===== src/rtl/assert_macros.svh =====
// Assertion helpers shared by the RTL. Both expect clk and rst in scope.
`ifndef ASSERT_MACROS_SVH
`define ASSERT_MACROS_SVH

// same-cycle implication
`define BMM_ASSERT_IMP(lbl, ante, cons, msg) \
  lbl: assert property (@(posedge clk) disable iff (rst) (ante) |-> (cons)) \
    else $error(msg);

// next-cycle implication
`define BMM_ASSERT_NXT(lbl, ante, cons, msg) \
  lbl: assert property (@(posedge clk) disable iff (rst) (ante) |=> (cons)) \
    else $error(msg);

`endif


===== src/rtl/bmm_pkg.sv =====
package bmm_pkg;

  localparam int DIM_W        = 5;   // config register width
  localparam int ROW_W        = 4;
  localparam int COL_W        = 4;
  localparam int BYTE_W       = 8;
  localparam int CMD_W        = 2;
  localparam int CFG_IDX_W    = 2;
  localparam int RESULT_LIMIT = 16;

  localparam logic [DIM_W-1:0] DIM_RESET = 5'd16;

  // item commands
  localparam logic [CMD_W-1:0] CMD_LOAD_LEFT  = 2'd0;
  localparam logic [CMD_W-1:0] CMD_LOAD_RIGHT = 2'd1;
  localparam logic [CMD_W-1:0] CMD_COMPUTE    = 2'd2;

  // config register indexes
  localparam logic [CFG_IDX_W-1:0] REG_LEFT_ROWS  = 2'd0;
  localparam logic [CFG_IDX_W-1:0] REG_INNER_SIZE = 2'd1;
  localparam logic [CFG_IDX_W-1:0] REG_RIGHT_ROWS = 2'd2;
  localparam logic [CFG_IDX_W-1:0] REG_RIGHT_COLS = 2'd3;

  typedef struct packed {
    logic [CMD_W-1:0]  command;
    logic [ROW_W-1:0]  row;
    logic [COL_W-1:0]  col;
    logic [BYTE_W-1:0] value;
  } bmm_in_t;

  typedef struct packed {
    logic [BYTE_W-1:0] product;
    logic [ROW_W-1:0]  out_row;
    logic [COL_W-1:0]  out_col;
    logic              last_in_row;
  } bmm_out_t;

  typedef enum logic [1:0] {
    ST_IDLE,
    ST_ISSUE,
    ST_LAST,
    ST_PUSH
  } bmm_state_t;

  // controller -> datapath
  typedef struct packed {
    logic accept;    // item beat taken this cycle
    logic start;     // begin a product row
    logic issue;     // read one element pair, advance k
    logic push;      // move accumulator into the result register
    logic next_col;  // advance column, clear k and accumulator
  } bmm_cmd_t;

  // datapath -> controller
  typedef struct packed {
    logic start_ok;    // item is a compute that emits results
    logic k_last;
    logic c_last;
    logic inner_zero;
    logic out_free;
  } bmm_stat_t;

endpackage


===== src/rtl/byte_matrix_multiply.sv =====
// byte_matrix_multiply: row-at-a-time product of two byte matrices.
//
// Item channel (item_valid / item_stall / item): a beat carries a command.
// Load-left and load-right write one element at (row, col). Compute asks
// for one product row; the block stalls items until the whole row has been
// handed to the result register.
// Result channel (result_valid / result_stall / result): one beat per column
// of the right matrix, last_in_row set on the final one. Each element is the
// sum of byte products kept modulo 256.
// Config channel (cfg_valid / cfg_ready / cfg_index / cfg_data): always ready;
// write only while the block is idle.
// A compute row is worked by one shared multiply-accumulate that walks the
// inner dimension per column with a registered memory read in front of it;
// when inner is 0 each column goes straight to the result register.
// Reset clears the controller and the result valid and sets every dimension
// register to 16; element stores are not cleared and hold garbage until
// loaded. A stalled result holds; the row then waits for the slot.
module byte_matrix_multiply #(
  parameter int MAX_DIM = 16
) (
  input  logic                          clk,
  input  logic                          rst,
  input  logic                          item_valid,
  output logic                          item_stall,
  input  bmm_pkg::bmm_in_t              item,
  output logic                          result_valid,
  input  logic                          result_stall,
  output bmm_pkg::bmm_out_t             result,
  input  logic                          cfg_valid,
  output logic                          cfg_ready,
  input  logic [bmm_pkg::CFG_IDX_W-1:0] cfg_index,
  input  logic [bmm_pkg::DIM_W-1:0]     cfg_data
);
  import bmm_pkg::*;

  bmm_cmd_t  cmd;
  bmm_stat_t stat;

  // registers are plain flops: a write never waits
  assign cfg_ready = 1'b1;

  bmm_ctrl u_ctrl (
    .clk        (clk),
    .rst        (rst),
    .item_valid (item_valid),
    .item_stall (item_stall),
    .stat       (stat),
    .cmd        (cmd)
  );

  bmm_datapath #(.MAX_DIM(MAX_DIM)) u_datapath (
    .clk          (clk),
    .rst          (rst),
    .cfg_valid    (cfg_valid && cfg_ready),
    .cfg_index    (cfg_index),
    .cfg_data     (cfg_data),
    .item         (item),
    .cmd          (cmd),
    .stat         (stat),
    .result_valid (result_valid),
    .result_stall (result_stall),
    .result       (result)
  );

endmodule


===== src/rtl/bmm_ram.sv =====
module bmm_ram #(
  parameter int WIDTH = 8,
  parameter int DEPTH = 256,
  localparam int AddrW = $clog2(DEPTH)
) (
  input  logic             clk,
  input  logic             wr_en,
  input  logic [AddrW-1:0] wr_addr,
  input  logic [WIDTH-1:0] wr_data,
  input  logic [AddrW-1:0] rd_addr,
  output logic [WIDTH-1:0] rd_data
);

  logic [WIDTH-1:0] mem [DEPTH];

  always_ff @(posedge clk) begin
    if (wr_en) begin
      mem[wr_addr] <= wr_data;
    end
    rd_data <= mem[rd_addr];
  end

endmodule


===== src/rtl/bmm_datapath.sv =====
`include "assert_macros.svh"

module bmm_datapath #(
  parameter int MAX_DIM = 16
) (
  input  logic                                 clk,
  input  logic                                 rst,
  input  logic                                 cfg_valid,
  input  logic [bmm_pkg::CFG_IDX_W-1:0]        cfg_index,
  input  logic [bmm_pkg::DIM_W-1:0]            cfg_data,
  input  bmm_pkg::bmm_in_t                     item,
  input  bmm_pkg::bmm_cmd_t                    cmd,
  output bmm_pkg::bmm_stat_t                   stat,
  output logic                                 result_valid,
  input  logic                                 result_stall,
  output bmm_pkg::bmm_out_t                    result
);
  import bmm_pkg::*;

  localparam int Depth  = MAX_DIM * MAX_DIM;
  localparam int AddrW  = $clog2(Depth);
  localparam int ColLim = (MAX_DIM < RESULT_LIMIT) ? MAX_DIM : RESULT_LIMIT;

  logic [DIM_W-1:0]  left_rows, inner_size, right_rows, right_cols;
  logic [DIM_W-1:0]  rows_eff, inner_eff, cols_eff;
  logic [ROW_W-1:0]  row_q;
  logic [DIM_W-1:0]  k;
  logic [COL_W-1:0]  c;
  logic [BYTE_W-1:0] acc;
  logic              mac_en;
  logic [BYTE_W-1:0] left_rd, right_rd;
  logic [2*BYTE_W-1:0] mul_full;
  logic [AddrW-1:0]  wr_addr, left_addr, right_addr;
  logic              load_ok, left_we, right_we;

  // config registers
  always_ff @(posedge clk) begin
    if (rst) begin
      left_rows  <= DIM_RESET;
      inner_size <= DIM_RESET;
      right_rows <= DIM_RESET;
      right_cols <= DIM_RESET;
    end else if (cfg_valid) begin
      unique case (cfg_index)
        REG_LEFT_ROWS:  left_rows  <= cfg_data;
        REG_INNER_SIZE: inner_size <= cfg_data;
        REG_RIGHT_ROWS: right_rows <= cfg_data;
        REG_RIGHT_COLS: right_cols <= cfg_data;
        default: ;
      endcase
    end
  end

  // saturate to the store size (and the per-row result limit for columns)
  assign rows_eff  = (32'(left_rows) > MAX_DIM)  ? DIM_W'(MAX_DIM) : left_rows;
  assign inner_eff = (32'(inner_size) > MAX_DIM) ? DIM_W'(MAX_DIM) : inner_size;
  assign cols_eff  = (32'(right_cols) > ColLim)  ? DIM_W'(ColLim)  : right_cols;

  assign stat.start_ok   = (item.command == CMD_COMPUTE) && (inner_size == right_rows) &&
                           (DIM_W'(item.row) < rows_eff) && (cols_eff != '0);
  assign stat.k_last     = (k == inner_eff - DIM_W'(1));
  assign stat.c_last     = (DIM_W'(c) == cols_eff - DIM_W'(1));
  assign stat.inner_zero = (inner_eff == '0);
  assign stat.out_free   = !result_valid || !result_stall;

  // element writes
  assign load_ok  = (32'(item.row) < MAX_DIM) && (32'(item.col) < MAX_DIM);
  assign left_we  = cmd.accept && load_ok && (item.command == CMD_LOAD_LEFT);
  assign right_we = cmd.accept && load_ok && (item.command == CMD_LOAD_RIGHT);
  assign wr_addr  = AddrW'(32'(item.row) * MAX_DIM + 32'(item.col));

  // element reads: left[row][k], right[k][c]
  assign left_addr  = AddrW'(32'(row_q) * MAX_DIM + 32'(k));
  assign right_addr = AddrW'(32'(k) * MAX_DIM + 32'(c));

  bmm_ram #(.WIDTH(BYTE_W), .DEPTH(Depth)) u_left (
    .clk     (clk),
    .wr_en   (left_we),
    .wr_addr (wr_addr),
    .wr_data (item.value),
    .rd_addr (left_addr),
    .rd_data (left_rd)
  );

  bmm_ram #(.WIDTH(BYTE_W), .DEPTH(Depth)) u_right (
    .clk     (clk),
    .wr_en   (right_we),
    .wr_addr (wr_addr),
    .wr_data (item.value),
    .rd_addr (right_addr),
    .rd_data (right_rd)
  );

  assign mul_full = left_rd * right_rd;

  // counters and accumulator
  always_ff @(posedge clk) begin
    if (cmd.start) begin
      row_q <= item.row;
      k     <= '0;
      c     <= '0;
      acc   <= '0;
    end else if (cmd.next_col) begin
      k   <= '0;
      c   <= c + COL_W'(1);
      acc <= '0;
    end else begin
      if (cmd.issue) begin
        k <= k + DIM_W'(1);
      end
      if (mac_en) begin
        acc <= acc + mul_full[BYTE_W-1:0];
      end
    end
  end

  // read data lands in the cycle after the address
  always_ff @(posedge clk) begin
    if (rst) begin
      mac_en <= 1'b0;
    end else begin
      mac_en <= cmd.issue;
    end
  end

  // result register
  always_ff @(posedge clk) begin
    if (rst) begin
      result_valid <= 1'b0;
    end else if (cmd.push) begin
      result_valid <= 1'b1;
    end else if (!result_stall) begin
      result_valid <= 1'b0;
    end
  end

  always_ff @(posedge clk) begin
    if (cmd.push) begin
      result.product     <= acc;
      result.out_row     <= row_q;
      result.out_col     <= c;
      result.last_in_row <= stat.c_last;
    end
  end

  `BMM_ASSERT_IMP(a_push_no_overwrite, cmd.push, !result_valid || !result_stall,
                  "result overwritten while stalled")
  `BMM_ASSERT_NXT(a_mac_follows_issue, cmd.issue, mac_en,
                  "multiply-accumulate missed a read")
  `BMM_ASSERT_IMP(a_no_mac_on_push, cmd.push, !mac_en,
                  "result taken with a product still pending")

endmodule


===== src/rtl/bmm_ctrl.sv =====
`include "assert_macros.svh"

module bmm_ctrl (
  input  logic               clk,
  input  logic               rst,
  input  logic               item_valid,
  output logic               item_stall,
  input  bmm_pkg::bmm_stat_t stat,
  output bmm_pkg::bmm_cmd_t  cmd
);
  import bmm_pkg::*;

  bmm_state_t state, state_next;

  always_ff @(posedge clk) begin
    if (rst) begin
      state <= ST_IDLE;
    end else begin
      state <= state_next;
    end
  end

  always_comb begin
    state_next = state;
    unique case (state)
      ST_IDLE: begin
        if (item_valid && stat.start_ok) begin
          state_next = stat.inner_zero ? ST_PUSH : ST_ISSUE;
        end
      end
      ST_ISSUE: begin
        if (stat.k_last) begin
          state_next = ST_LAST;
        end
      end
      ST_LAST: state_next = ST_PUSH;
      ST_PUSH: begin
        if (stat.out_free) begin
          if (stat.c_last) begin
            state_next = ST_IDLE;
          end else begin
            state_next = stat.inner_zero ? ST_PUSH : ST_ISSUE;
          end
        end
      end
      default: state_next = ST_IDLE;
    endcase
  end

  always_comb begin
    cmd        = '0;
    item_stall = 1'b1;
    unique case (state)
      ST_IDLE: begin
        item_stall = 1'b0;
        cmd.accept = item_valid;
        cmd.start  = item_valid && stat.start_ok;
      end
      ST_ISSUE: cmd.issue = 1'b1;
      ST_LAST: ;
      ST_PUSH: begin
        cmd.push     = stat.out_free;
        cmd.next_col = stat.out_free && !stat.c_last;
      end
      default: ;
    endcase
  end

  `BMM_ASSERT_NXT(a_issue_to_last, (state == ST_ISSUE) && stat.k_last, state == ST_LAST,
                  "dot product did not end after its last read")
  `BMM_ASSERT_NXT(a_row_done_idle, cmd.push && stat.c_last, state == ST_IDLE,
                  "controller busy after the last column")
  `BMM_ASSERT_NXT(a_start_busy, cmd.start, item_stall,
                  "item taken during a product row")

endmodule


===== config.mk =====
export PLATFORM = sky130hd
export DESIGN_NAME = byte_matrix_multiply
export DESIGN_NICKNAME = d
export VERILOG_FILES = /design/src/rtl/bmm_pkg.sv /design/src/rtl/byte_matrix_multiply.sv /design/src/rtl/bmm_ram.sv /design/src/rtl/bmm_datapath.sv /design/src/rtl/bmm_ctrl.sv
export VERILOG_INCLUDE_DIRS = /design/src /design/src/rtl
export SDC_FILE = /design/constraint.sdc
export NUM_CORES = 2
export LEC_CHECK = 0
export BUFFER_PORTS_ARGS = -buffer_cell sky130_fd_sc_hd__clkbuf_2
export CORE_ASPECT_RATIO = 1.4
export CORE_MARGIN = 2
export CORE_UTILIZATION = 25
export DETAILED_ROUTE_END_ITERATION = 10
export GPL_TIMING_DRIVEN = 1
export PLACE_DENSITY = 0.38
export SLEW_MARGIN = 30
export SYNTH_ARGS = -nofsm -noshare
export SYNTH_HDL_FRONTEND = slang
export SYNTH_SLANG_ARGS = --single-unit

===== constraint.sdc =====
create_clock -name clk -period 3.45 [get_ports clk]
set_input_delay 0.345 -clock clk [delete_from_list [all_inputs] [get_ports clk]]
set_output_delay 0.345 -clock clk [all_outputs]
set_load 0.02 [all_outputs]

==> results.sh <==
export IMPL_crit_arrival_ns=4.49
export IMPL_firstDrtPassIters=7
export IMPL_startpoint="u_datapath.u_right.rd_data[0]"
export IMPL_fillers=63187
export IMPL_gp_congestion=0.8091
export IMPL_hold_viol=0
export IMPL_gr_total_overflow=0
export IMPL_yosysMostFrequentCell="edfxtp_1"
export IMPL_worstPathRequired_ns=4.35
export IMPL_p_total_w=0.1362
export IMPL_worstPathMaxFanout=4
export IMPL_dp_slack_ns=-0.3754
export IMPL_drt_wirelength_per_cell_um=30.23
export IMPL_rows=351
export IMPL_clock_latency_ns=1.04
export IMPL_yosysWarnings=0
export IMPL_ir_drop_uv=591.9
export IMPL_synth_nets=7957
export IMPL_r2r_start="u_datapath.u_right.rd_data[0]"
export IMPL_crit_chain="buf_4 -> and2_4 -> fa_2 -> ha_4 -> ha_2 -> inv_2 -> fa_1 -> inv_2 -> ha_4 -> inv_1 -> fa_2 -> inv_2 -> a21o_1 -> a21oi_2 -> xnor2_2 -> xnor2_1 -> mux2i_1 -> nor2_1"
export IMPL_nets=9445
export IMPL_place_area_um2=184900
export IMPL_finalClockSkew_ns=0.04899
export IMPL_hold_class="input port to flop"
export IMPL_crit_family="adder cells"
export IMPL_async_flop_share=0
export IMPL_postLayoutCoreUtil=0.3075
export IMPL_cts_tree="done"
export IMPL_cts_max_level=5
export IMPL_ff2ff_path_depth=18
export IMPL_hold_end="u_datapath.u_right.mem[59][1]"
export IMPL_crit_path_end_kind="flop"
export IMPL_worstHoldStart="item[9]"
export IMPL_synth_edff_count=4117
export IMPL_drt_antenna_violating_nets=0
export IMPL_timing_rr_end="u_datapath.acc[7]"
export IMPL_yosysSeqAreaShare=0.7638
export IMPL_synth_cell_area_um2=163400
export IMPL_ys_top_cells_by_area="edfxtp_1, mux4_2, mux2i_1"
export IMPL_core_um2=651700
export IMPL_synth_top_area_share=0.7568
export IMPL_die_height_um=960.5
export IMPL_leakage_nw=63.00
export IMPL_via_per_inst=4.608
export IMPL_setup_ws_ns=-0.1395
export IMPL_io_pins=50
export IMPL_synth_cells=7883
export IMPL_ys_seq_elements=4174
export IMPL_clock_sinks=4174
export IMPL_drive_above_1_share=0.3280
export IMPL_cp_slowest_cell="fa_2"
export IMPL_cap_violations=0
export IMPL_slew_viol_final=0
export IMPL_drtIter0Drc=7147
export IMPL_cts_inserted_buffers=442
export IMPL_syn_area_per_cell_um2=20.72
export IMPL_vias=84839
export IMPL_reg2reg_setup_slack_ns=-0.14
export IMPL_design_area_um2=200400
export IMPL_worstSetupPathType="flop to flop"
export IMPL_rsz0062_at_grt="true"
export IMPL_start_util=0.2507
export IMPL_yosys_top_cells_count="edfxtp_1, mux4_2, nor2_1"
export IMPL_antenna_found_initial=50
export IMPL_root_buffer="clkbuf_16"
export IMPL_fmax_mhz=278.6
export IMPL_slew_headroom=0.3416
export IMPL_p_per_area_nw_per_um2=679.5
export IMPL_synthDistinctLibCells=73
export IMPL_period_needed_ns=3.590
export IMPL_die_area_um2=660000
export IMPL_drc=0
export IMPL_ctsLongestPathBuffers=4
export IMPL_grt_pass1_wl_mm=766.6
export IMPL_grt_pass1_vias=90407
export IMPL_areaGrowthSynthToFinish_pct=22.67
export IMPL_cpMostUsedCell="inv_2"
export IMPL_status="finished with violations"
export IMPL_portBuffers=48
export IMPL_dp_hpwl_mm=375.1
export IMPL_worst_pin_slew_ns=0.9876
export IMPL_setup_viol=1
export IMPL_synthFlopType="edfxtp_1"
export IMPL_track_usage=0.1651
export IMPL_max_stage_delay_ns=0.55
export IMPL_grt_max_degree=129
export IMPL_violations="negative setup slack"
export IMPL_finalWirelength_mm=556.6
export IMPL_crit_buf_inv=5
export IMPL_yosys_area_top_type="edfxtp_1"
export IMPL_cp_start_kind="flop"
export IMPL_final_seq_area_um2=124800
export IMPL_multi_input_area_um2=36320
export IMPL_clk_pin_slew_worst_paths_ns=0.06
export IMPL_dieWidth_um=687.2
export IMPL_fin_crit_sh=1.040
export IMPL_hold_depth=3
[where the power goes]
part	leakage (nW)	internal, W	switching [W]
clock	7.02	0.0275	0.0205
combinational	18.5	0.0143	0.0177
sequential	37.5	0.0559	0.000315
[cell families after synthesis]
group | share of synthesized area
buf+inv | 0.01704
compound gates | 0.02887
mux | 0.1574
simple gates | 0.02629
fa+ha+maj | 0.004197
xor+xnor | 0.002397
other cells | 0.00002296
flops | 0.7638
[layout by cell type (no fill, tap or decap), types with 111 or more instances in the layout]
cell type	n
buf_4	1249
mux2i_1	473
nand2_1	151
o221ai_1	111
nor2_1	618
mux4_2	924
a21oi_1	116
edfxtp_1	4117
buf_12	171
clkbuf_16	449
[worst reg2reg max path, stage by stage, from the launching register on]
cell and delay (ns):
dfxtp_4 0.36, buf_4 0.14, and2_4 0.15, fa_2 0.55, ha_4 0.20, ha_2 0.16, inv_2 0.05, fa_1 0.42
inv_2 0.09, ha_4 0.13, inv_1 0.05, fa_2 0.40, inv_2 0.05, a21o_1 0.14, a21oi_2 0.08, xnor2_2 0.13
xnor2_1 0.14, mux2i_1 0.15, nor2_1 0.06
[routing by layer]
| layer | up-vias | wire length (um) | track usage |
|---|---|---|---|
| met5 | - | 85 | 0 |
| met4 | 14 | 15460 | 0.04319 |
| li1 | 35781 | - | - |
| met1 | 46364 | 227400 | 0.2073 |
| met2 | 2064 | 291900 | 0.2992 |
| met3 | 616 | 21790 | 0.01958 |
[layout make-up]
| type | instances | area share |
|---|---|---|
| timing repair buffer | 1524 | 0.06877 |
| inverter | 47 | 0.0009740 |
| clock buffer | 535 | 0.05777 |
| tap | 8648 | 0.05400 |
| multi-input combinational | 3182 | 0.1813 |
| clock inverter | 278 | 0.01409 |
| sequential | 4174 | 0.6228 |
| antenna | 25 | 0.0003122 |
[stage by stage]
stage	cells	hold WS (ns)	setup TNS (ns)
final	18413	0.1698	-0.1395
after detailed placement	17522	0.4677	-4.161
after CTS	18386	0.02719	-0.2978
after global placement	17522	0.4659	-4.561
after floorplan	7883	0.4064	0
after global routing	18404	0.1205	-0.4610
[worst max path at each step]
stage,to,cells past startpoint
floorplan,u_datapath.acc[7],18
global placement,u_datapath.acc[7],18
detailed placement,u_datapath.acc[7],18
CTS,u_datapath.acc[7],18
global route,u_datapath.acc[7],18
finish,u_datapath.acc[7],18
[timing repair]
action | CTS | global route
cloned | 0 | 1
pin swaps | 25 | 18
endpoints found under the hold margin | 538 | 0
setup buffers | 17 | 1
hold buffers | 34 | 0
gates resized for setup | 55 | 36
endpoints found under the setup margin | 19 | 13
[sequential cells by signal, summed over array words and instances (netlist names)]
signal / count
u_datapath.u_left.mem: 2048
u_datapath.right_cols: 5
u_datapath.u_right.rd_data: 8
u_datapath.result: 17
u_datapath.acc: 8
u_datapath.u_left.rd_data: 8
u_datapath.mac_en: 1
u_datapath.c: 4
u_datapath.left_rows: 5
u_datapath.right_rows: 5
u_datapath.inner_size: 5
u_datapath.u_right.mem: 2048
u_datapath.result_valid: 1
u_datapath.k: 5
u_ctrl.state: 2
u_datapath.row_q: 4
Note: power is estimated with default switching activity, not from simulation.
